**src/hw/rtl/kmpd_pkg.sv**
```systemverilog
// Shared types and constants of the keyboard and mouse packet decoder.
package kmpd_pkg;

	// Payload widths
	localparam int CMD_W    = 3;
	localparam int BYTE_W   = 8;
	localparam int POS_X_W  = 10;
	localparam int POS_Y_W  = 9;
	localparam int CFG_DW   = 10;
	localparam int CFG_IW   = 3;

	// Register reset values
	localparam logic [POS_X_W-1:0] MAX_X_RST        = 10'd620;
	localparam logic [POS_Y_W-1:0] MAX_Y_RST        = 9'd380;
	localparam logic [POS_X_W-1:0] START_X_RST      = 10'd320;
	localparam logic [POS_Y_W-1:0] START_Y_RST      = 9'd200;
	localparam logic [BYTE_W-1:0]  HEADER_CODE_RST  = 8'd248;
	localparam logic [BYTE_W-1:0]  LEFT_CODE_RST    = 8'd250;
	localparam logic [BYTE_W-1:0]  RELEASE_MASK_RST = 8'h80;
	localparam logic [BYTE_W-1:0]  NO_KEY           = 8'h00;

	// Command codes
	typedef enum logic [CMD_W-1:0] {
		CMD_BYTE  = 3'd0,
		CMD_APPLY = 3'd1,
		CMD_POP   = 3'd2,
		CMD_CLEAR = 3'd3,
		CMD_INIT  = 3'd4
	} cmd_t;

	// Configuration register indexes
	typedef enum logic [CFG_IW-1:0] {
		REG_MAX_X        = 3'd0,
		REG_MAX_Y        = 3'd1,
		REG_START_X      = 3'd2,
		REG_START_Y      = 3'd3,
		REG_HEADER_CODE  = 3'd4,
		REG_LEFT_CODE    = 3'd5,
		REG_RELEASE_MASK = 3'd6
	} cfg_reg_t;

	// Mouse packet phase
	typedef enum logic [1:0] {
		PH_HEADER = 2'd0,
		PH_DX     = 2'd1,
		PH_DY     = 2'd2
	} phase_t;

endpackage

```
**src/hw/rtl/kmpd_if.sv**
```systemverilog
// Handshake channels of the decoder: command words in, status words out.
interface kmpd_req_if;
	logic                        valid;
	logic                        ready;
	logic [kmpd_pkg::CMD_W-1:0]  cmd;
	logic [kmpd_pkg::BYTE_W-1:0] rx_byte;

	modport source (output valid, output cmd, output rx_byte, input ready);
	modport sink   (input valid, input cmd, input rx_byte, output ready);
endinterface

interface kmpd_rsp_if;
	logic                         valid;
	logic                         ready;
	logic                         key_valid;
	logic [kmpd_pkg::BYTE_W-1:0]  key_code;
	logic                         keys_waiting;
	logic [kmpd_pkg::POS_X_W-1:0] pos_x;
	logic [kmpd_pkg::POS_Y_W-1:0] pos_y;
	logic                         left_click;
	logic                         moved_flag;

	modport source (output valid, output key_valid, output key_code, output keys_waiting,
		output pos_x, output pos_y, output left_click, output moved_flag, input ready);
	modport sink   (input valid, input key_valid, input key_code, input keys_waiting,
		input pos_x, input pos_y, input left_click, input moved_flag, output ready);
endinterface

```
**src/hw/rtl/kbd_mouse_packet_decoder_core.sv**
```systemverilog
// Keyboard byte stream and relative mouse packet decoder with a key ring memory.
// Each accepted command word loads its status word into the output register.
// Throughput: one word per cycle while no status word is pending or rsp.ready is high; the key ring
// is a one-port-write, one-port-read memory whose registered read data lands together with the status word.
// Reset: arst_n clears pointers, packet phase, mouse state and loads register
// defaults at once; the key ring contents are not cleared and need no sweep.
module kbd_mouse_packet_decoder_core #(
	parameter int KEY_DEPTH = 16
) (
	input  logic                         clk,
	input  logic                         arst_n,
	kmpd_req_if.sink                     req,
	kmpd_rsp_if.source                   rsp,
	input  logic                         cfg_we,
	input  logic [kmpd_pkg::CFG_IW-1:0]  cfg_idx,
	input  logic [kmpd_pkg::CFG_DW-1:0]  cfg_data
);
	import kmpd_pkg::*;

	localparam int PW = $clog2(2 * KEY_DEPTH);
	localparam int AW = $clog2(KEY_DEPTH);
	localparam logic [PW-1:0] DEPTH_P = PW'(KEY_DEPTH);
	localparam logic [PW-1:0] WRAP_P  = PW'(2 * KEY_DEPTH - 1);
	localparam logic [PW:0]   SPAN_P  = (PW+1)'(2 * KEY_DEPTH);

	// Advance a ring pointer modulo twice the depth
	function automatic logic [PW-1:0] ptr_inc(input logic [PW-1:0] p);
		return (p == WRAP_P) ? '0 : p + PW'(1);
	endfunction

	// Map a ring pointer to a memory address
	function automatic logic [AW-1:0] ptr_addr(input logic [PW-1:0] p);
		logic [PW-1:0] q;
		q = (p >= DEPTH_P) ? p - DEPTH_P : p;
		return q[AW-1:0];
	endfunction

	// Entries held between two pointers
	function automatic logic [PW-1:0] ptr_fill(input logic [PW-1:0] w, input logic [PW-1:0] r);
		logic [PW:0] s;
		s = {1'b0, w} + SPAN_P - {1'b0, r};
		return (w >= r) ? w - r : s[PW-1:0];
	endfunction

	// Configuration registers
	logic [POS_X_W-1:0] max_x_q, start_x_q;
	logic [POS_Y_W-1:0] max_y_q, start_y_q;
	logic [BYTE_W-1:0]  header_code_q, left_code_q, release_mask_q;

	// Decoder state
	phase_t             phase_q, phase_nxt;
	logic [BYTE_W-1:0]  button_q, button_nxt;
	logic [BYTE_W-1:0]  dx_q, dx_nxt, dy_q, dy_nxt;
	logic               moved_q, moved_nxt, click_q, click_nxt;
	logic [POS_X_W-1:0] px_q, px_nxt;
	logic [POS_Y_W-1:0] py_q, py_nxt;
	logic [PW-1:0]      rd_ptr_q, rd_ptr_nxt, wr_ptr_q, wr_ptr_nxt;

	// Key ring memory and its ports
	logic [BYTE_W-1:0]  ring_mem [KEY_DEPTH];
	logic [BYTE_W-1:0]  rd_data_q;
	logic               mem_we, pop_hit;

	// Output stage
	logic               rsp_valid_q, kv_q, waiting_q;

	logic               accept;
	cmd_t               cmd;
	logic [PW-1:0]      fill_cur;
	logic               ring_full, is_make;
	logic signed [POS_X_W+1:0] sum_x;
	logic signed [POS_Y_W+1:0] sum_y;
	logic [POS_X_W-1:0] clamp_x;
	logic [POS_Y_W-1:0] clamp_y;

	assign req.ready = !rsp_valid_q || rsp.ready;
	assign accept    = req.valid && req.ready;
	assign cmd       = cmd_t'(req.cmd);
	assign fill_cur  = ptr_fill(wr_ptr_q, rd_ptr_q);
	assign ring_full = (fill_cur == DEPTH_P);
	assign is_make   = ((req.rx_byte & release_mask_q) == '0);

	// Apply signed deltas and clamp to 0..max
	always_comb begin
		sum_x = $signed({2'b00, px_q}) + (POS_X_W+2)'($signed(dx_q));
		sum_y = $signed({2'b00, py_q}) + (POS_Y_W+2)'($signed(dy_q));
		if (sum_x < 0) begin
			clamp_x = '0;
		end else if (sum_x > $signed({2'b00, max_x_q})) begin
			clamp_x = max_x_q;
		end else begin
			clamp_x = sum_x[POS_X_W-1:0];
		end
		if (sum_y < 0) begin
			clamp_y = '0;
		end else if (sum_y > $signed({2'b00, max_y_q})) begin
			clamp_y = max_y_q;
		end else begin
			clamp_y = sum_y[POS_Y_W-1:0];
		end
	end

	// Decode the command word into next state
	always_comb begin
		phase_nxt  = phase_q;
		button_nxt = button_q;
		dx_nxt     = dx_q;
		dy_nxt     = dy_q;
		moved_nxt  = moved_q;
		click_nxt  = click_q;
		px_nxt     = px_q;
		py_nxt     = py_q;
		rd_ptr_nxt = rd_ptr_q;
		wr_ptr_nxt = wr_ptr_q;
		mem_we     = 1'b0;
		pop_hit    = 1'b0;
		unique case (cmd)
			CMD_BYTE: begin
				unique case (phase_q)
					PH_DX: begin
						dx_nxt    = req.rx_byte;
						phase_nxt = PH_DY;
					end
					PH_DY: begin
						dy_nxt    = req.rx_byte;
						phase_nxt = PH_HEADER;
					end
					default: begin
						if (req.rx_byte >= header_code_q) begin
							button_nxt = req.rx_byte;
							moved_nxt  = (req.rx_byte == header_code_q);
							phase_nxt  = PH_DX;
						end else if (is_make && !ring_full) begin
							mem_we     = 1'b1;
							wr_ptr_nxt = ptr_inc(wr_ptr_q);
						end
					end
				endcase
			end
			CMD_APPLY: begin
				px_nxt    = clamp_x;
				py_nxt    = clamp_y;
				click_nxt = (button_q == left_code_q);
				dx_nxt    = '0;
				dy_nxt    = '0;
			end
			CMD_POP: begin
				if (fill_cur != '0) begin
					pop_hit    = 1'b1;
					rd_ptr_nxt = ptr_inc(rd_ptr_q);
				end
			end
			CMD_CLEAR: begin
				rd_ptr_nxt = wr_ptr_q;
			end
			CMD_INIT: begin
				px_nxt = start_x_q;
				py_nxt = start_y_q;
			end
			default: begin
			end
		endcase
	end

	// Write pushes and read the head entry; one word never both pushes and pops
	always_ff @(posedge clk) begin
		if (accept && mem_we) begin
			ring_mem[ptr_addr(wr_ptr_q)] <= req.rx_byte;
		end
		if (accept) begin
			rd_data_q <= ring_mem[ptr_addr(rd_ptr_q)];
		end
	end

	// Hold configuration registers
	always_ff @(posedge clk or negedge arst_n) begin
		if (!arst_n) begin
			max_x_q        <= MAX_X_RST;
			max_y_q        <= MAX_Y_RST;
			start_x_q      <= START_X_RST;
			start_y_q      <= START_Y_RST;
			header_code_q  <= HEADER_CODE_RST;
			left_code_q    <= LEFT_CODE_RST;
			release_mask_q <= RELEASE_MASK_RST;
		end else if (cfg_we) begin
			case (cfg_reg_t'(cfg_idx))
				REG_MAX_X:        max_x_q        <= cfg_data;
				REG_MAX_Y:        max_y_q        <= cfg_data[POS_Y_W-1:0];
				REG_START_X:      start_x_q      <= cfg_data;
				REG_START_Y:      start_y_q      <= cfg_data[POS_Y_W-1:0];
				REG_HEADER_CODE:  header_code_q  <= cfg_data[BYTE_W-1:0];
				REG_LEFT_CODE:    left_code_q    <= cfg_data[BYTE_W-1:0];
				REG_RELEASE_MASK: release_mask_q <= cfg_data[BYTE_W-1:0];
				default: begin
				end
			endcase
		end
	end

	// Advance decoder state and load the status word
	always_ff @(posedge clk or negedge arst_n) begin
		if (!arst_n) begin
			phase_q     <= PH_HEADER;
			button_q    <= '0;
			dx_q        <= '0;
			dy_q        <= '0;
			moved_q     <= 1'b0;
			click_q     <= 1'b0;
			px_q        <= '0;
			py_q        <= '0;
			rd_ptr_q    <= '0;
			wr_ptr_q    <= '0;
			rsp_valid_q <= 1'b0;
			kv_q        <= 1'b0;
			waiting_q   <= 1'b0;
		end else begin
			if (rsp_valid_q && rsp.ready) begin
				rsp_valid_q <= 1'b0;
			end
			if (accept) begin
				phase_q     <= phase_nxt;
				button_q    <= button_nxt;
				dx_q        <= dx_nxt;
				dy_q        <= dy_nxt;
				moved_q     <= moved_nxt;
				click_q     <= click_nxt;
				px_q        <= px_nxt;
				py_q        <= py_nxt;
				rd_ptr_q    <= rd_ptr_nxt;
				wr_ptr_q    <= wr_ptr_nxt;
				rsp_valid_q <= 1'b1;
				kv_q        <= pop_hit;
				waiting_q   <= (ptr_fill(wr_ptr_nxt, rd_ptr_nxt) != '0);
			end
		end
	end

	// Drive the status word
	assign rsp.valid        = rsp_valid_q;
	assign rsp.key_valid    = kv_q;
	assign rsp.key_code     = kv_q ? rd_data_q : NO_KEY;
	assign rsp.keys_waiting = waiting_q;
	assign rsp.pos_x        = px_q;
	assign rsp.pos_y        = py_q;
	assign rsp.left_click   = click_q;
	assign rsp.moved_flag   = moved_q;

`ifndef SYNTHESIS
	a_fill_bound: assert property (@(posedge clk) disable iff (!arst_n)
		fill_cur <= DEPTH_P)
		else $error("key ring fill exceeds depth");

	a_empty_pop: assert property (@(posedge clk) disable iff (!arst_n)
		(accept && cmd == CMD_POP && fill_cur == '0) |=> !rsp.key_valid)
		else $error("pop of empty ring returned a key");

	a_clear_empty: assert property (@(posedge clk) disable iff (!arst_n)
		(accept && cmd == CMD_CLEAR) |=> (!rsp.keys_waiting && rd_ptr_q == wr_ptr_q))
		else $error("clear left keys in the ring");

	a_full_drop: assert property (@(posedge clk) disable iff (!arst_n)
		(accept && cmd == CMD_BYTE && ring_full) |=> $stable(wr_ptr_q))
		else $error("push into full ring moved write pointer");
`endif

endmodule
```
**src/flat_wrapper.sv**
```systemverilog
// flat-port wrapper written by rule: the top's interface ports become plain ports
module kbd_mouse_packet_decoder_core_flat import kmpd_pkg::*;
#(
	parameter int KEY_DEPTH = 16
)
  (clk, arst_n, cfg_we, cfg_idx, cfg_data, req_valid, req_cmd, req_rx_byte, req_ready, rsp_valid, rsp_key_valid, rsp_key_code, rsp_keys_waiting, rsp_pos_x, rsp_pos_y, rsp_left_click, rsp_moved_flag, rsp_ready);
  kmpd_req_if req_i ();
  kmpd_rsp_if rsp_i ();
  input  logic clk;
  input  logic arst_n;
  input  logic cfg_we;
  input  logic [kmpd_pkg::CFG_IW-1:0] cfg_idx;
  input  logic [kmpd_pkg::CFG_DW-1:0] cfg_data;
  input wire logic [$bits(req_i.valid)-1:0] req_valid;
  input wire logic [$bits(req_i.cmd)-1:0] req_cmd;
  input wire logic [$bits(req_i.rx_byte)-1:0] req_rx_byte;
  output wire logic [$bits(req_i.ready)-1:0] req_ready;
  output wire logic [$bits(rsp_i.valid)-1:0] rsp_valid;
  output wire logic [$bits(rsp_i.key_valid)-1:0] rsp_key_valid;
  output wire logic [$bits(rsp_i.key_code)-1:0] rsp_key_code;
  output wire logic [$bits(rsp_i.keys_waiting)-1:0] rsp_keys_waiting;
  output wire logic [$bits(rsp_i.pos_x)-1:0] rsp_pos_x;
  output wire logic [$bits(rsp_i.pos_y)-1:0] rsp_pos_y;
  output wire logic [$bits(rsp_i.left_click)-1:0] rsp_left_click;
  output wire logic [$bits(rsp_i.moved_flag)-1:0] rsp_moved_flag;
  input wire logic [$bits(rsp_i.ready)-1:0] rsp_ready;
  assign req_i.valid = req_valid;
  assign req_i.cmd = req_cmd;
  assign req_i.rx_byte = req_rx_byte;
  assign req_ready = req_i.ready;
  assign rsp_valid = rsp_i.valid;
  assign rsp_key_valid = rsp_i.key_valid;
  assign rsp_key_code = rsp_i.key_code;
  assign rsp_keys_waiting = rsp_i.keys_waiting;
  assign rsp_pos_x = rsp_i.pos_x;
  assign rsp_pos_y = rsp_i.pos_y;
  assign rsp_left_click = rsp_i.left_click;
  assign rsp_moved_flag = rsp_i.moved_flag;
  assign rsp_i.ready = rsp_ready;
  kbd_mouse_packet_decoder_core #(.KEY_DEPTH(KEY_DEPTH)) u_core (.clk(clk), .arst_n(arst_n), .req(req_i), .rsp(rsp_i), .cfg_we(cfg_we), .cfg_idx(cfg_idx), .cfg_data(cfg_data));
endmodule
```
**config.mk**
```make
export PLATFORM = sky130hd
export DESIGN_NAME = kbd_mouse_packet_decoder_core_flat
export DESIGN_NICKNAME = d
export VERILOG_FILES = /design/src/hw/rtl/kmpd_pkg.sv /design/src/hw/rtl/kmpd_if.sv /design/src/hw/rtl/kbd_mouse_packet_decoder_core.sv /design/src/flat_wrapper.sv
export SDC_FILE = /design/constraint.sdc
export NUM_CORES = 1
export LEC_CHECK = 0
export ABC_AREA = 0
export BUFFER_PORTS_ARGS = -buffer_cell sky130_fd_sc_hd__buf_4
export CORE_MARGIN = 3
export CORE_UTILIZATION = 50
export CTS_CLUSTER_DIAMETER = 80
export DETAILED_ROUTE_END_ITERATION = 10
export GPL_TIMING_DRIVEN = 0
export MAX_ROUTING_LAYER = met4
export PLACE_DENSITY = 0.77
export SLEW_MARGIN = 40
export SYNTH_ARGS = -nofsm -noshare
export SYNTH_HDL_FRONTEND = slang
export SYNTH_SLANG_ARGS = --single-unit
```
**constraint.sdc**
```tcl
create_clock -name clk -period 8.94 [get_ports clk]
set_input_delay 0.447 -clock clk [delete_from_list [all_inputs] [get_ports clk]]
set_output_delay 0.447 -clock clk [all_outputs]
set_load 0.05 [all_outputs]
```
Yosys cells after proc, flatten, opt, wreduce, memory -nomap -nowiden
Memories as Yosys holds them, arrays and structs flattened. A register that Yosys moved wholly into a read port is not among the register bits.
Cells that the tools add are included.
Storage, ports and cells
  bits of input ports: 29
  latch bits: 0
  register bits after elaboration: 122
  memories: 1
  bits in writable memories: 128
  memory bits (read-only): 0
Memories
  u_core.ring_mem: words 16, bits a word 8, rd ports 1, clocked after memory_dff 1, write ports 1, line kbd_mouse_packet_decoder_core.sv:60  | logic [BYTE_W-1:0] ring_mem [KEY_DEPTH];
Cells by class
  eq/ne operators: 19
  $lt $le $gt $ge: 9
  bitwise operators: 2
  reductions and logical operators: 30
  mux-type cells: 35
  divide/modulo/power cells: 0
  shift operators: 0
  add/sub/neg operators: 12
  $mul: 0
Operators with widths (number)
  $mux W5: 9
  $pmux W8 S2: 2
  $mux W8: 3
  $add A5 B1 Y5 const B: 4
  $mux W10: 2
  $pmux W10 S2: 1
  $sub A5 B5 Y5: 4
  $mux W9: 2
  $pmux W9 S2: 1
  $reduce_and A2 Y1: 9
  $eq A8 B8 Y1: 2
  $eq A5 B5 Y1 const B: 3
  $add A11 B8 Y12: 1
  $eq A3 B2 Y1 const B: 4
  $eq A3 B3 Y1 const B: 4
  $gt A12 B11 Y1: 1
  $lt A12 B1 Y1 const B: 1
  $add A10 B8 Y11: 1
  $gt A11 B10 Y1: 1
  $lt A11 B1 Y1 const B: 1
  $ge A5 B5 Y1: 2
  $ge A5 B5 Y1 const B: 2
  $mux W1: 10
  $pmux W5 S2: 1
  22 further kinds: 36

Logic depth before layout (Yosys ltp)
Gate-level depths: netlist of run 1.
  word-level depth: 14
  gate-level depth with buffers: 18

Least setup slack after synthesis of run 1
OpenSTA, ideal clock, no wires.
  path kind: reg2reg
  from: register u_core.rd_ptr_q[1]
  to: register u_core.waiting_q, in the netlist u_core.rsp.keys_waiting
  path buffers: 2
  setup slack: 5072 ps
  stages on the path, launching flop included: 18
  arrival: 3711 ps
  clock period less this slack: 3868 ps
  cells stage by stage: dfrtp_1 > clkbuf_1 > clkbuf_1 > inv_1 > ha_1 > nand3b_1 > nor4b_2 > o21a_2 > or4b_1 > a31o_1 > nor2_1 > a21oi_1 > ha_1 > a21o_1 > a21oi_1 > xor2_1 > xnor2_1 > a31oi_1
On the way
  longest elaborated chain between the ends: 13
RTL lines
  start, declared: line kbd_mouse_packet_decoder_core.sv:57  | logic [PW-1:0] rd_ptr_q, rd_ptr_nxt, wr_ptr_q, wr_ptr_nxt;
  start signal, assigned: line kbd_mouse_packet_decoder_core.sv:229  | rd_ptr_q <= rd_ptr_nxt;
  $sub A5 B5 Y5 (tied with other cells): line kbd_mouse_packet_decoder_core.sv:41  | s = {1'b0, w} + SPAN_P - {1'b0, r};
  $mux W5: line kbd_mouse_packet_decoder_core.sv:42  | return (w >= r) ? w - r : s[PW-1:0];
  $eq A5 B5 Y1: line kbd_mouse_packet_decoder_core.sv:80  | assign ring_full = (fill_cur == DEPTH_P);
  $logic_not A1 Y1: line kbd_mouse_packet_decoder_core.sv:133  | end else if (is_make && !ring_full) begin
  $logic_and A1 B1 Y1: line kbd_mouse_packet_decoder_core.sv:133
  $mux W5: line kbd_mouse_packet_decoder_core.sv:133
  $mux W5: line kbd_mouse_packet_decoder_core.sv:129  | if (req.rx_byte >= header_code_q) begin
  $mux W5: line kbd_mouse_packet_decoder_core.sv:119  | unique case (phase_q)
  $mux W5: line kbd_mouse_packet_decoder_core.sv:117  | unique case (cmd)
  $add A5 B1 Y5: line kbd_mouse_packet_decoder_core.sv:41
  $sub A5 B5 Y5: line kbd_mouse_packet_decoder_core.sv:41
  $mux W5 (*): line kbd_mouse_packet_decoder_core.sv:42
  $reduce_bool A5 Y1 (*): line kbd_mouse_packet_decoder_core.sv:233  | waiting_q <= (ptr_fill(wr_ptr_nxt, rd_ptr_nxt) != '0);
  end signal, assigned: line kbd_mouse_packet_decoder_core.sv:233
  end, declared: line kbd_mouse_packet_decoder_core.sv:65  | logic rsp_valid_q, kv_q, waiting_q;
Mark *: on every way between the ends. The rest lies on a longest branch, timed or not.
A chain may end at the register's enable or synchronous reset.

Worst setup path after layout of run 1
Ends and elaborated chain as after synthesis.

==> out/qor.yml, run 1 <==
initial_core_util_pct: 51.3
total_leakage_power_uw: 0.00564
hp-class: "input pin to register"
min_period_over_period_pct: 50.7
power.density_nw_per_um2: 326
synth_edf_count: 136
setup_ws_ps: 4400
fin_nets: 1145
placed_cells: 1340
cts_resized: 0
fp.dieH_um: 165
critPathArrivalTime_ps: 4920
status: "complete, no violations"
ys.flop_type: "edfxtp_1"
setup_viol: 0
io_buffers: 59
path_class: "register to register"
use_met2_pct: 34.0
hold_viol_final: 0
synth_cells: 955
ctsHoldBuffers: 1
clkSinkCount: 258
startpoint_type: "register"
setup_tns_ps: 0
rows: 57
clock_skew_ps: 13.6
post_drt_wl_per_cell_um: 20.9
fin_crit_ps: 4540
ys_ff_latch: 258
die-area_um2: 27100
grt_pass1_wl_mm: 46.2
clockBufferDepth: 3
routabilityCongestion: 0.891
synth_common_cells: "edfxtp_1, dfrtp_1, nand2_1"
antenna_cells: 0
grt_max_degree: 50
grt_use_total_pct: 22.7
stdcell_count: 1391
ioPinCount: 62
drt.antenna.violating_nets: 0
grt_overflow: 0
critPathMaxFanout: 10
cap_viol_max_count: 0
pre_cts_slack_ps: 4440
antenna_found_initial: 0
cp_data_required_time_ps: 9320
irDropWorstVdd_uv: 279
ys_warn_count: 0
grt_use_met3_pct: 3.41
use_met1_pct: 33.2
top_usage_layer: "met2"
htreeDepth: 1
tightest_slew_ps: 811
cts.clk_slew.worst_paths_ps: 60
endpoint_kind: "register"
synth_fp_nets: 1054
firstDrtPassIters: 5
yosys-top-cells-area: "edfxtp_1, dfrtp_1, mux4_2, ha_1, dfstp_2"
final_max_slew_viol_count: 0
netlist_area_um2: 12600
grt_setup_unrepaired: "no"
core_um2: 24500
drt_drc_violations_left: 0
grt_pass1_vias: 8160
slew_headroom_pct: 45.7
vias_per_cell: 5.89
synthMostInstantiatedCell: "edfxtp_1"
filler_cell_count: 1941
dp_hpwl_mm: 19.9
clk_latency_ps: 530
drive_above_1_share_pct: 24.0
yosysTopAreaCell: "edfxtp_1"
via_count: 8199
synthArstFlopShare_pct: 47.3
root_buffer: "clkbuf_16"
synth_top_area_share_pct: 32.4
drt_iter0_markers: 766
final_util_pct: 58.7
postSynthAreaPerCell_um2: 13.2
ys_types: 66
cts_tree: "yes"
die_w_um: 165
yosysSeqAreaShare_pct: 56.9
numCtsBuffers: 27
post-cts-setup-buffers: 0
syn_to_final_growth_pct: 14.3
fmax_ghz: 0.220
routed_wl_mm: 29.1
==> stage by stage <==
stage	power, uW	hold WS [ps]	instance area [um2]
5_1_grt	5000	96.7	14400
3_3_place_gp	3590	468	13400
6_report	4690	116	14400
2_1_floorplan	3140	151	12600
3_5_place_dp	3640	341	13500
4_1_cts	4710	96.2	14400
==> layout by cell type (no fill, tap or decap), drive strengths merged, types with 9 or more instances in the layout <==
cell type,instances
a21o,10
a21oi,31
buf,68
clkbuf,63
clkinv,9
dfrtp,94
dfstp,28
edfxtp,136
ha,66
inv,50
mux2,51
mux2i,21
mux4,40
nand2,92
nand2b,11
nand3,24
nor2,46
nor3,17
o211ai,21
o21ai,68
xnor2,23
==> worst paths after layout <==
kind                                     from                      end  slack (ps)  depth (start not counted)
setup / recovery           u_core.rd_ptr_q[1]  u_core.rsp.keys_waiting        4400                         17
hold / removal                      req_valid         u_core.rsp.valid         120                          2
setup reg to reg           u_core.rd_ptr_q[1]  u_core.rsp.keys_waiting        4400                         17
hold reg to reg                u_core.dy_q[0]           u_core.dy_q[0]         500                          2
max in group asynchronous              arst_n    u_core.left_code_q[3]        7950                          3
min in group asynchronous              arst_n      u_core.rsp.pos_y[8]         380                          2
==> flip-flops by register name, indices dropped and copies added, names as in the netlist <==
signal and count:
u_core.rd_ptr_q 5, u_core.max_x_q 10, u_core.dx_q 8, u_core.rsp.keys_waiting 1
u_core.rsp.moved_flag 1, u_core.rsp.key_valid 1, u_core.button_q 8, u_core.rd_data_q 8
u_core.rsp.valid 1, u_core.rsp.left_click 1, u_core.start_x_q 10, u_core.max_y_q 9
u_core.rsp.pos_x 10, u_core.rsp.pos_y 9, u_core.wr_ptr_q 5, u_core.ring_mem 128
u_core.release_mask_q 8, u_core.dy_q 8, u_core.phase_q 2, u_core.start_y_q 9
u_core.left_code_q 8, u_core.header_code_q 8
==> power by group <==
part	leakage, uW	internal (uW)	switching (uW)	total [uW]
logic	0.00255	881	1150	2030
clock network	0.000409	598	449	1050
registers	0.00268	1460	160	1620
==> cell type report <==
type,instances,area [um2],share of cell area (%)
buffer,30,128,0.887
tap,324,405,2.82
inverter,49,184,1.28
multi-input combinational,618,5170,35.9
sequential,258,7170,49.8
clock inverter,10,52.6,0.365
timing repair buffer,62,508,3.53
clock buffer,40,774,5.38
==> metal layers <==
layer,up-vias,share of wire (%)
met4,0,1.8
met3,47,6.9
met5,-,0
li1,3748,-
met1,4120,45
met2,284,46
==> critical path: stages (launching register included) <==
cell      delay [ps]
dfrtp_1          400
clkbuf_1         440
clkbuf_1         530
inv_1            140
ha_1             310
nand3b_1          90
nor4b_2          180
o21a_2           260
or4b_1           480
a31o_1           240
nor2_1           110
a21oi_1           70
ha_1             380
a21o_1           190
a21oi_1          160
xor2_1           180
xnor2_1          130
a31oi_1          100
==> cells by family (layout without fill, tap and decap cells) <==
group	count (synthesis)	after routing	share of synthesized area (%)
adders and majority gates	70	70	7.19
AOI/OAI and AO/OA	176	176	9.20
muxes	112	112	13.4
and+or+nand+nor	231	231	8.79
DFF	258	258	56.9
buffers and inverters	79	191	2.46
xor gates and xnor gates	29	29	2.02
(Power assumes the default switching activity.)
==> run 2, diff against run 1 <==
--- a/config.mk
+++ b/config.mk
@@ -13,7 +13,7 @@
 export DETAILED_ROUTE_END_ITERATION = 10
 export GPL_TIMING_DRIVEN = 0
 export MAX_ROUTING_LAYER = met4
-export PLACE_DENSITY = 0.77
+export PLACE_DENSITY = 0.8
 export SLEW_MARGIN = 40
 export SYNTH_ARGS = -nofsm -noshare
 export SYNTH_HDL_FRONTEND = slang
==> constraint.sdc (replaced) <==
create_clock -name clk -period 3.9 [get_ports clk]
set_input_delay 0.195 -clock clk [delete_from_list [all_inputs] [get_ports clk]]
set_output_delay 0.195 -clock clk [all_outputs]
set_load 0.05 [all_outputs]
==> out/qor.yml, run 2 (synthesis results as in run 1) <==
critPathArrivalTime_ps: 4200
final_max_slew_viol_count: 0
hp-class: "input pin to register"
rows: 57
firstDrtPassIters: 5
path_class: "register to register"
total_leakage_power_uw: 0.00573
ioPinCount: 62
cts.clk_slew.worst_paths_ps: 70
slowest_stage: "dfrtp_1"
power.density_nw_per_um2: 751
setup_ws_ps: 98.6
syn_to_final_growth_pct: 16.4
die-area_um2: 27100
cts_tree: "yes"
drive_above_1_share_pct: 27.3
filler_cell_count: 1825
antenna_found_initial: 1
grt_overflow: 0
root_buffer: "clkbuf_16"
mostFrequentLayoutCell: "edfxtp_1"
grt_use_total_pct: 22.7
routed_wl_mm: 30.3
cp_data_required_time_ps: 4300
crit_path_frequent_cell: "a21oi_1"
startpoint_type: "register"
largest_register: "u_core.ring_mem"
dp_hpwl_mm: 20.0
fin_crit_ps: 3800
vias_per_cell: 5.94
die_w_um: 165
power.total_uw: 11000
min_period_over_period_pct: 97.5
fp.dieH_um: 165
grt_pass1_wl_mm: 46.0
cap_viol_max_count: 0
numCtsBuffers: 25
core_um2: 24500
critical_path_buf_inv_count: 1
grt_max_degree: 70
clock_skew_ps: 12.2
drt_drc_violations_left: 0
clockBufferDepth: 3
slew_headroom_pct: 45.0
initial_core_util_pct: 51.3
hold_viol_final: 0
clk_latency_ps: 530
drt.antenna.violating_nets: 0
final_cell_mix: "edfxtp_1, nand2_1, dfrtp_1"
setup_viol: 0
largest_reg_flops: 128
htreeDepth: 1
grt_pass1_vias: 8268
via_count: 8381
crit_family: "compound AO/OA/AOI/OAI gates"
status: "complete, no violations"
pre_cts_slack_ps: -575
io_buffers: 59
drt_iter0_markers: 599
setup_tns_ps: 0
routabilityCongestion: 0.934
endpoint_kind: "register"
fmax_ghz: 0.263
fin_nets: 1167
post_drt_wl_per_cell_um: 21.5
tightest_slew_ps: 819
irDropWorstVdd_uv: 309
critPathMaxFanout: 5
clkSinkCount: 258
crit_chain: "ha_1 > a211oi_1 > nor2_1 > o211ai_2 > nand2b_1 > a21oi_1 > xor2_1 > ha_1 > nand4_1 > nor2_1 > a21oi_1 > a21oi_2 > a21oi_1 > o211ai_1 > buf_4 > mux2i_1 > o211ai_1"
critPathMaxStageDelay_ps: 450
[run 2: path summary, 6_finish.rpt]
kind	slack (ps)	start	endpoint	cells past startpoint
setup / recovery	100	u_core.rsp.pos_x[1]	u_core.rsp.pos_x[0]	17
hold / removal	50	cfg_data[0]	u_core.release_mask_q[0]	2
setup reg to reg	100	u_core.rsp.pos_x[1]	u_core.rsp.pos_x[0]	17
hold reg to reg	490	u_core.dy_q[0]	u_core.dy_q[0]	2
max in group asynchronous	2980	arst_n	u_core.left_code_q[5]	3
min in group asynchronous	180	arst_n	u_core.start_y_q[4]	2
[run 2: final cells by class]
type	count	area, um2	area share [%]
multi-input combinational	618	5270	36.0
antenna	1	2.50	0.0171
sequential	258	7180	48.9
timing repair buffer	86	703	4.80
clock inverter	18	114	0.777
inverter	49	190	1.30
clock buffer	28	647	4.41
tap	324	405	2.76
buffer	30	153	1.04
[run 2: through the flow]
| step | std cells | utilization, % | hold slack, ps | cell area [um2] |
|---|---|---|---|---|
| final | 1412 | 59.8 | 46.3 | 14700 |
| after floorplan | 955 | - | -101 | 12600 |
| after global routing | 1412 | 59.8 | 33.1 | 14700 |
| after CTS | 1399 | 58.9 | 17.7 | 14400 |
| after detailed placement | 1339 | 55.1 | 151 | 13500 |
| after global placement | 1338 | 54.8 | 398 | 13400 |
[run 2: routing by layer]
| metal | share of wire [%] | global-route usage, % | vias to the layer above |
|---|---|---|---|
| met2 | 47 | 35.1 | 329 |
| met3 | 7.2 | 3.86 | 79 |
| met4 | 3.2 | 7.82 | 0 |
| met1 | 43 | 30.8 | 4168 |
| li1 | - | - | 3805 |
| met5 | 0 | - | - |
[run 2: power breakdown]
part	internal, uW	switching (uW)
Combinational	2220	2810
Sequential	3350	364
Clock	1260	1010
Total	6820	4180
[run 2: what timing repair did]
action | CTS | global route
gates cloned | 0 | 1
hold endpoints to repair | 78 | 0
endpoints found under the setup margin | 129 | 11
hold buffers | 12 | 0
setup buffers | 2 | 11
gates resized for setup | 12 | 30
pin swaps | 0 | 12
